$ cat config.mk
export PLATFORM = sky130hd
export DESIGN_NAME = fifo_with_remove_by_value
export DESIGN_NICKNAME = d
export VERILOG_FILES = /design/src/rtl/core/fwr_pkg.sv /design/src/rtl/core/fwr_dpath.sv /design/src/rtl/core/fwr_ctrl.sv /design/src/rtl/core/fifo_with_remove_by_value.sv
export VERILOG_INCLUDE_DIRS = /design/src /design/src/rtl/core
export SDC_FILE = /design/constraint.sdc
export NUM_CORES = 2
export LEC_CHECK = 0
export BUFFER_PORTS_ARGS = -buffer_cell sky130_fd_sc_hd__buf_2
export CAP_MARGIN = 40
export CORE_MARGIN = 3
export CORE_UTILIZATION = 53
export CTS_BUF_LIST = sky130_fd_sc_hd__clkbuf_16
export DETAILED_ROUTE_END_ITERATION = 8
export PLACE_DENSITY = 0.72
export SYNTH_ARGS = -nofsm -noshare
export SYNTH_HDL_FRONTEND = slang
export SYNTH_HIERARCHICAL = 1
export SYNTH_SLANG_ARGS = --single-unit
$ cat constraint.sdc
create_clock -name i_clk -period 9.45 [get_ports i_clk]
set_clock_uncertainty 0.1 [all_clocks]
set_input_delay 0.4725 -clock i_clk [delete_from_list [all_inputs] [get_ports i_clk]]
set_output_delay 0.4725 -clock i_clk [all_outputs]
set_load 0.05 [all_outputs]
$ cat src/rtl/core/fifo_with_remove_by_value_macros.svh
// assertion macros for the fifo with remove by value
// no dependencies, included by the modules that check their own logic
`ifndef FIFO_WITH_REMOVE_BY_VALUE_MACROS_SVH
`define FIFO_WITH_REMOVE_BY_VALUE_MACROS_SVH

// same-cycle implication
`define FWR_ASSERT_SAME(lbl, clk, rst_n, ante, cons) \
    lbl: assert property (@(posedge clk) disable iff (!rst_n) (ante) |-> (cons)) \
        else $error("fwr assertion failed");

// next-cycle implication
`define FWR_ASSERT_NEXT(lbl, clk, rst_n, ante, cons) \
    lbl: assert property (@(posedge clk) disable iff (!rst_n) (ante) |=> (cons)) \
        else $error("fwr assertion failed");

`endif

$ cat src/rtl/core/fwr_pkg.sv
// shared constants, operation and status codes and control types
// for the fifo with remove by value; no dependencies
package fwr_pkg;

    localparam int DEPTH      = 16;
    localparam int HANDLE_W   = 64;
    localparam int IDX_W      = $clog2(DEPTH);
    localparam int CNT_W      = $clog2(DEPTH + 1);

    // port field widths
    localparam int OP_W       = 2;
    localparam int HANDLE_IO_W = 64;
    localparam int STATUS_W   = 2;
    localparam int COUNT_IO_W = 5;
    localparam int OUT_W      = HANDLE_IO_W + STATUS_W + 1 + COUNT_IO_W;

    localparam logic [OP_W-1:0] OP_ENQ = 2'd0;
    localparam logic [OP_W-1:0] OP_DEQ = 2'd1;
    localparam logic [OP_W-1:0] OP_REM = 2'd2;
    localparam logic [OP_W-1:0] OP_CLR = 2'd3;

    localparam logic [STATUS_W-1:0] ST_OK    = 2'd0;
    localparam logic [STATUS_W-1:0] ST_EMPTY = 2'd1;
    localparam logic [STATUS_W-1:0] ST_FULL  = 2'd2;

    typedef struct packed {
        logic load;   // latch the accepted word and its match vector
        logic exec;   // carry out the operation and load the result register
    } t_dp_cmd;

endpackage

$ cat src/rtl/core/fwr_dpath.sv
// datapath: row of handle cells with per-cell compare, compaction shift,
// fill count and result register; uses fwr_pkg
`include "fifo_with_remove_by_value_macros.svh"

module fwr_dpath (
    input  logic                            i_clk,
    input  logic                            i_rst_n,
    input  fwr_pkg::t_dp_cmd                i_cmd,
    input  logic [fwr_pkg::OP_W-1:0]        i_op,
    input  logic [fwr_pkg::HANDLE_IO_W-1:0] i_handle,
    output logic [fwr_pkg::OUT_W-1:0]       o_data
);
    import fwr_pkg::*;

    logic [HANDLE_W-1:0]    r_cell [DEPTH];
    logic [HANDLE_W-1:0]    w_next [DEPTH];
    logic [CNT_W-1:0]       r_count;
    logic [CNT_W-1:0]       n_count;
    logic [OP_W-1:0]        r_op;
    logic [HANDLE_W-1:0]    r_handle;
    logic [DEPTH-1:0]       r_match;
    logic [DEPTH-1:0]       n_match;
    logic [DEPTH-1:0]       w_prefix;
    logic [DEPTH-1:0]       w_shift;
    logic                   w_full;
    logic                   w_empty;
    logic                   w_found;
    logic                   w_do_enq;

    logic [HANDLE_IO_W-1:0] r_out_handle;
    logic [STATUS_W-1:0]    r_out_status;
    logic                   r_out_found;
    logic [COUNT_IO_W-1:0]  r_out_count;
    logic [HANDLE_IO_W-1:0] n_out_handle;
    logic [STATUS_W-1:0]    n_out_status;

    assign w_full   = (r_count == CNT_W'(DEPTH));
    assign w_empty  = (r_count == '0);
    assign w_found  = |r_match;
    assign w_do_enq = (r_op == OP_ENQ) && !w_full;

    // compare every live cell against the incoming handle
    always_comb begin
        for (int i = 0; i < DEPTH; i++) begin
            n_match[i] = (CNT_W'(i) < r_count) &&
                         (r_cell[i] == i_handle[HANDLE_W-1:0]);
        end
    end

    // cells at and after the first match move one place toward the head
    always_comb begin
        logic acc;
        acc = 1'b0;
        for (int i = 0; i < DEPTH; i++) begin
            acc         = acc | r_match[i];
            w_prefix[i] = acc;
        end
    end

    always_comb begin
        for (int i = 0; i < DEPTH - 1; i++) begin
            w_next[i] = r_cell[i + 1];
        end
        w_next[DEPTH-1] = r_cell[DEPTH-1];
    end

    always_comb begin
        w_shift      = '0;
        n_count      = r_count;
        n_out_handle = '0;
        n_out_status = ST_OK;
        unique case (r_op)
            OP_ENQ: begin
                if (w_full) begin
                    n_out_status = ST_FULL;
                end else begin
                    n_count = r_count + 1'b1;
                end
            end
            OP_DEQ: begin
                if (w_empty) begin
                    n_out_status = ST_EMPTY;
                end else begin
                    w_shift      = '1;
                    n_count      = r_count - 1'b1;
                    n_out_handle = HANDLE_IO_W'(r_cell[0]);
                end
            end
            OP_REM: begin
                w_shift = w_prefix;
                if (w_found) begin
                    n_count = r_count - 1'b1;
                end
            end
            OP_CLR: begin
                n_count = '0;
            end
            default: begin
                n_count = r_count;
            end
        endcase
    end

    always_ff @(posedge i_clk) begin
        if (i_cmd.load) begin
            r_op     <= i_op;
            r_handle <= i_handle[HANDLE_W-1:0];
            r_match  <= n_match;
        end
        if (i_cmd.exec) begin
            for (int i = 0; i < DEPTH; i++) begin
                if (w_shift[i]) begin
                    r_cell[i] <= w_next[i];
                end else if (w_do_enq && (IDX_W'(i) == r_count[IDX_W-1:0])) begin
                    r_cell[i] <= r_handle;
                end
            end
            r_out_handle <= n_out_handle;
            r_out_status <= n_out_status;
            r_out_found  <= (r_op == OP_REM) && w_found;
            r_out_count  <= COUNT_IO_W'(n_count);
        end
    end

    always_ff @(posedge i_clk) begin
        if (!i_rst_n) begin
            r_count <= '0;
        end else if (i_cmd.exec) begin
            r_count <= n_count;
        end
    end

    assign o_data = {r_out_count, r_out_found, r_out_status, r_out_handle};

    `FWR_ASSERT_SAME(a_count_bound, i_clk, i_rst_n, 1'b1, r_count <= CNT_W'(DEPTH))
    `FWR_ASSERT_NEXT(a_rem_shrinks, i_clk, i_rst_n, i_cmd.exec && r_op == OP_REM && w_found, r_count == $past(r_count) - 1'b1)
    `FWR_ASSERT_NEXT(a_enq_grows, i_clk, i_rst_n, i_cmd.exec && r_op == OP_ENQ && !w_full, r_count == $past(r_count) + 1'b1)

endmodule

$ cat src/rtl/core/fwr_ctrl.sv
// controller: two-state sequencer that accepts a word, runs it once the
// result register is free, and tracks result valid; uses fwr_pkg
`include "fifo_with_remove_by_value_macros.svh"

module fwr_ctrl (
    input  logic             i_clk,
    input  logic             i_rst_n,
    input  logic             i_in_valid,
    output logic             o_in_ready,
    input  logic             i_out_ready,
    output logic             o_out_valid,
    output fwr_pkg::t_dp_cmd o_cmd
);
    import fwr_pkg::*;

    localparam logic S_IDLE = 1'b0;
    localparam logic S_EXEC = 1'b1;

    logic r_state;
    logic n_state;
    logic r_out_valid;
    logic n_out_valid;
    logic w_load;
    logic w_exec;

    assign o_in_ready = (r_state == S_IDLE);
    assign w_load     = i_in_valid && o_in_ready;
    // result register is free or being emptied this cycle
    assign w_exec     = (r_state == S_EXEC) && (!r_out_valid || i_out_ready);

    always_comb begin
        n_state = r_state;
        unique case (r_state)
            S_IDLE: begin
                if (w_load) begin
                    n_state = S_EXEC;
                end
            end
            S_EXEC: begin
                if (w_exec) begin
                    n_state = S_IDLE;
                end
            end
            default: begin
                n_state = S_IDLE;
            end
        endcase
    end

    always_comb begin
        n_out_valid = r_out_valid;
        if (w_exec) begin
            n_out_valid = 1'b1;
        end else if (i_out_ready) begin
            n_out_valid = 1'b0;
        end
    end

    always_ff @(posedge i_clk) begin
        if (!i_rst_n) begin
            r_state     <= S_IDLE;
            r_out_valid <= 1'b0;
        end else begin
            r_state     <= n_state;
            r_out_valid <= n_out_valid;
        end
    end

    assign o_out_valid = r_out_valid;
    assign o_cmd.load  = w_load;
    assign o_cmd.exec  = w_exec;

    `FWR_ASSERT_NEXT(a_load_to_exec, i_clk, i_rst_n, w_load, r_state == S_EXEC)
    `FWR_ASSERT_NEXT(a_exec_gives_word, i_clk, i_rst_n, w_exec, r_out_valid && r_state == S_IDLE)
    `FWR_ASSERT_NEXT(a_stall_holds, i_clk, i_rst_n, r_state == S_EXEC && r_out_valid && !i_out_ready, r_state == S_EXEC)

endmodule

$ cat src/rtl/core/fifo_with_remove_by_value.sv
// fifo of handle words with remove by value: one word in, one word out.
// the input word and its match vector are latched when the word is accepted; compaction,
// count update and the result register load follow in the execute state, and no new word is
// accepted until then (the compare-then-shift step over the cell row is split in these two).
// a stalled result word holds the sequencer until the result register frees up.
// reset (i_rst_n low, synchronous) empties the queue and drops any pending result.
module fifo_with_remove_by_value (
    input  logic                            i_clk,
    input  logic                            i_rst_n,
    input  logic                            s_axis_tvalid,
    output logic                            s_axis_tready,
    input  logic [fwr_pkg::HANDLE_IO_W-1:0] s_axis_tdata,   // handle_in
    input  logic [fwr_pkg::OP_W-1:0]        s_axis_tuser,   // op
    output logic                            m_axis_tvalid,
    input  logic                            m_axis_tready,
    output logic [fwr_pkg::OUT_W-1:0]       m_axis_tdata    // handle_out, status, found, count
);
    import fwr_pkg::*;

    t_dp_cmd w_cmd;

    fwr_ctrl u_ctrl (
        .i_clk       (i_clk),
        .i_rst_n     (i_rst_n),
        .i_in_valid  (s_axis_tvalid),
        .o_in_ready  (s_axis_tready),
        .i_out_ready (m_axis_tready),
        .o_out_valid (m_axis_tvalid),
        .o_cmd       (w_cmd)
    );

    fwr_dpath u_dpath (
        .i_clk    (i_clk),
        .i_rst_n  (i_rst_n),
        .i_cmd    (w_cmd),
        .i_op     (s_axis_tuser),
        .i_handle (s_axis_tdata),
        .o_data   (m_axis_tdata)
    );

endmodule

==> results.tsv <==
stage	metric	value	unit
run_status	status	complete, no violations	
yosys	Distinct cells, synth	77	
finish	Final nets	4382	
placed_design	Post-DP Area	64100	um^2
timing	Final min period	4.77	ns
timing	FMAX	0.210	GHz
clock_tree	Clock Path Buffers	3	
clock_tree	Post-CTS Setup Bufs	0	
yosys	syn nets	4288	
timing	unrepaired setup endpoints after global routing	false	
yosys	Yosys top cell area share	0.577	
finish	synthesis-to-layout area growth	11.3	%
worst_setup_path	CP required	9.72	ns
global_routing	largest net degree at the start of global routing	73	
yosys	EDFF count, synth	1178	
placed_design	dpl cells	5669	
finish	non-filler cells, final	5921	
yosys	Syn Std Cell Area	61300	um^2
power	Max VDD drop	155	uV
worst_setup_path	worst setup path start	u_dpath/r_count[1]	
die	Die Width	346	um
power	Static Leak	23.0	nW
timing	final setup TNS	0	ns
yosys	Synth Instances	4210	
timing	fin crit share	0.505	
route	WL final	220000	um
worst_setup_path	Critical R2R Launch	u_dpath/r_count[1]	
worst_setup_path	Crit Path Max Fanout	68	
min_path	HP Start	s_axis_tdata[14]	
timing	final hold vios	0	
timing	Max-Slew Margin vs Limit	0.311	
yosys	Ys Warns	6	
die	Ports	144	
timing	Slew Limit Fails	0	
route	Avg WL per Cell	37.1	um
die	Die H	346	um
yosys	Avg Inst Size Synth	14.6	um^2
yosys	ys async rst share	0	
route	via-per-instance ratio	6.35	
global_routing	initial antenna violation count	8	
placed_design	DP HPWL	167000	um
global_routing	Congestion Overflow GR	0	
route	first-pass detailed-route iteration total	6	
run	Max Cap Violations	0	
yosys	leading post-synthesis cells by cell area	edfxtp_1 58%, mux2_2 15%, xnor2_1 8.3%	
placed_design	Port Buf Inserts	143	
worst_setup_path	RR Endpoint	u_dpath/r_cell[0][167]	
route	post-route ant nets	0	
global_routing	first-pass GRT wire length	300000	um
power	pwr dens	176	nW/um^2
finish	fillers	8906	
yosys	Post-synth top cells	1178 x edfxtp_1, 813 x mux2_2, 582 x xnor2_1, 363 x xor2_1, 232 x clkbuf_1	
finish	area occupied by registers	35500	um^2
route	drt initial violations	4099	
route	DR DRC count	0	
worst_setup_path	reg2reg path depth	10	
yosys	sequential share of the synthesized area	0.579	
worst_setup_path	flop-to-flop setup slack	4.68	ns
die	core box area	115000	um^2
min_path	hold crit path type	input pin to register	
global_routing	vias in the first global route	37412	
yosys	Yosys top cell by area	edfxtp_1	
worst_setup_path	WP data arrival	5.04	ns
global_routing	GRT Overall Usage	0.363	
min_path	Hold Path Sink	u_dpath/r_handle[14]	
min_path	Hold Path Cell Cnt	2	
worst_setup_path	WS Path Type	register to register	
clock_tree	clk_lat worst skew	0.76	ns
yosys	Yosys reg bits	1185	
clock_tree	CTS tree	yes	
clock_tree	clk slew on worst S/H paths	0.07	ns
clock_tree	TritonCTS Sinks	1185	
finish	Final Instance Area	68300	um^2
timing	worst slew pin tran	1.03	ns
worst_setup_path	crit start category	register	
timing	# setup viols final	0	
placed_design	gpl congestion	1.04	
worst_setup_path	CP endpoint kind	register	
clock_tree	H-tree levels	4	
die	Die ar.	120000	um^2
finish	Multi-input gate area	24300	um^2
clock_tree	TritonCTS Buffers	134	
die	Rows	124	
yosys	ys flop type	edfxtp_1	
clock_tree	root buffer cell	clkbuf_16	
route	detailed-route via count	37603	
yosys	most common cell in the synthesized netlist	edfxtp_1	
die	Initial Util	0.535	
finish	layout cell share with drive strength beyond 1	0.321	
-- final cells by class --
class,instances,share of cell area
tap,1512,0.0277
multi-input combinational,2621,0.356
timing repair buffer,290,0.0330
clock buffer,139,0.0509
antenna,2,0.0000733
inverter,72,0.00396
clock inverter,100,0.00863
sequential,1185,0.520
-- kinds of logic (layout without fill, tap and decap cells) --
family,Yosys count,count (layout),share of synthesized area
AOI/OAI and AO/OA,170,170,0.0203
xor gates and xnor gates,945,945,0.135
adders and majority gates,8,8,0.00163
buffers and inverters,404,601,0.0292
DFF,1185,1185,0.579
muxes,961,961,0.182
other,0,2,0
and+or+nand+nor,537,537,0.0527
-- timing repair --
item,4_1_cts,5_1_grt
resized for setup,0,0
hold buffers,7,0
endpoints found under the hold margin,7,0
-- flip-flops by register name, summed over array words and instances (netlist names) --
register	count
u_dpath/r_out_status	2
u_dpath/r_op	2
u_dpath/r_out_handle	64
u_dpath/r_out_count	5
u_dpath/r_handle	64
u_dpath/r_count	5
u_dpath/r_out_found	1
u_dpath/r_match	16
u_ctrl/o_out_valid	1
u_ctrl/r_state	1
u_dpath/r_cell	1024
-- through the flow --
| stage | hold slack (ns) | utilization | worst slack [ns] | total power, mW |
|---|---|---|---|---|
| floorplan | 0.384 | - | 0.419 | 6.62 |
| global route | 0.175 | 0.596 | 4.43 | 12.3 |
| finish | 0.172 | 0.596 | 4.68 | 12.0 |
| detailed placement | 0.408 | 0.559 | 4.75 | 7.15 |
| CTS | 0.148 | 0.595 | 4.74 | 12.0 |
| global placement | 0.393 | 0.553 | 4.85 | 7.11 |
-- where the power goes --
group	internal (mW)	switching [mW]	total, mW
Sequential	5.87	0.162	6.03
Combinational	0.310	0.729	1.04
Clock	2.77	2.15	4.92
-- critical path, cell delays in order (launching register included) --
cell	delay, ns
dfxtp_1	0.46
inv_1	0.19
ha_1	0.37
or4b_2	0.65
buf_4	0.32
nand2_4	0.24
nand2_2	0.10
a2111oi_4	0.34
buf_4	0.68
a31o_2	0.20
buf_4	0.62
-- worst max-delay path by stage --
stage	endpoint	slack (ns)	cells after the start
floorplan	u_dpath/r_cell[1][448]	0.42	9
global placement	u_dpath/r_cell[0][167]	4.85	10
detailed placement	u_dpath/r_cell[0][167]	4.75	10
CTS	u_dpath/r_cell[0][191]	4.74	10
global route	u_dpath/r_cell[0][146]	4.43	10
finish	u_dpath/r_cell[0][167]	4.68	10
-- cells in the final DEF (no fill, tap or decap), types with 28 or more instances in the layout --
master / n
and3_1: 65
buf_2: 147
buf_4: 103
clkbuf_16: 139
clkinv_1: 38
edfxtp_1: 1178
inv_1: 96
mux2_1: 49
mux2_2: 813
mux2_4: 98
nand2_1: 30
nand4_1: 172
nor3_1: 28
nor4_1: 129
o22ai_1: 29
xnor2_1: 582
xor2_1: 363
-- layer usage --
| metal | vias up | part of all wire | track usage |
|---|---|---|---|
| met2 | 2004 | 0.47 | 0.586 |
| met3 | 580 | 0.060 | 0.0420 |
| met1 | 19087 | 0.37 | 0.436 |
| met5 | - | 0.000059 | 0 |
| li1 | 15930 | - | - |
| met4 | 2 | 0.10 | 0.315 |
(Power assumes the default switching activity.)
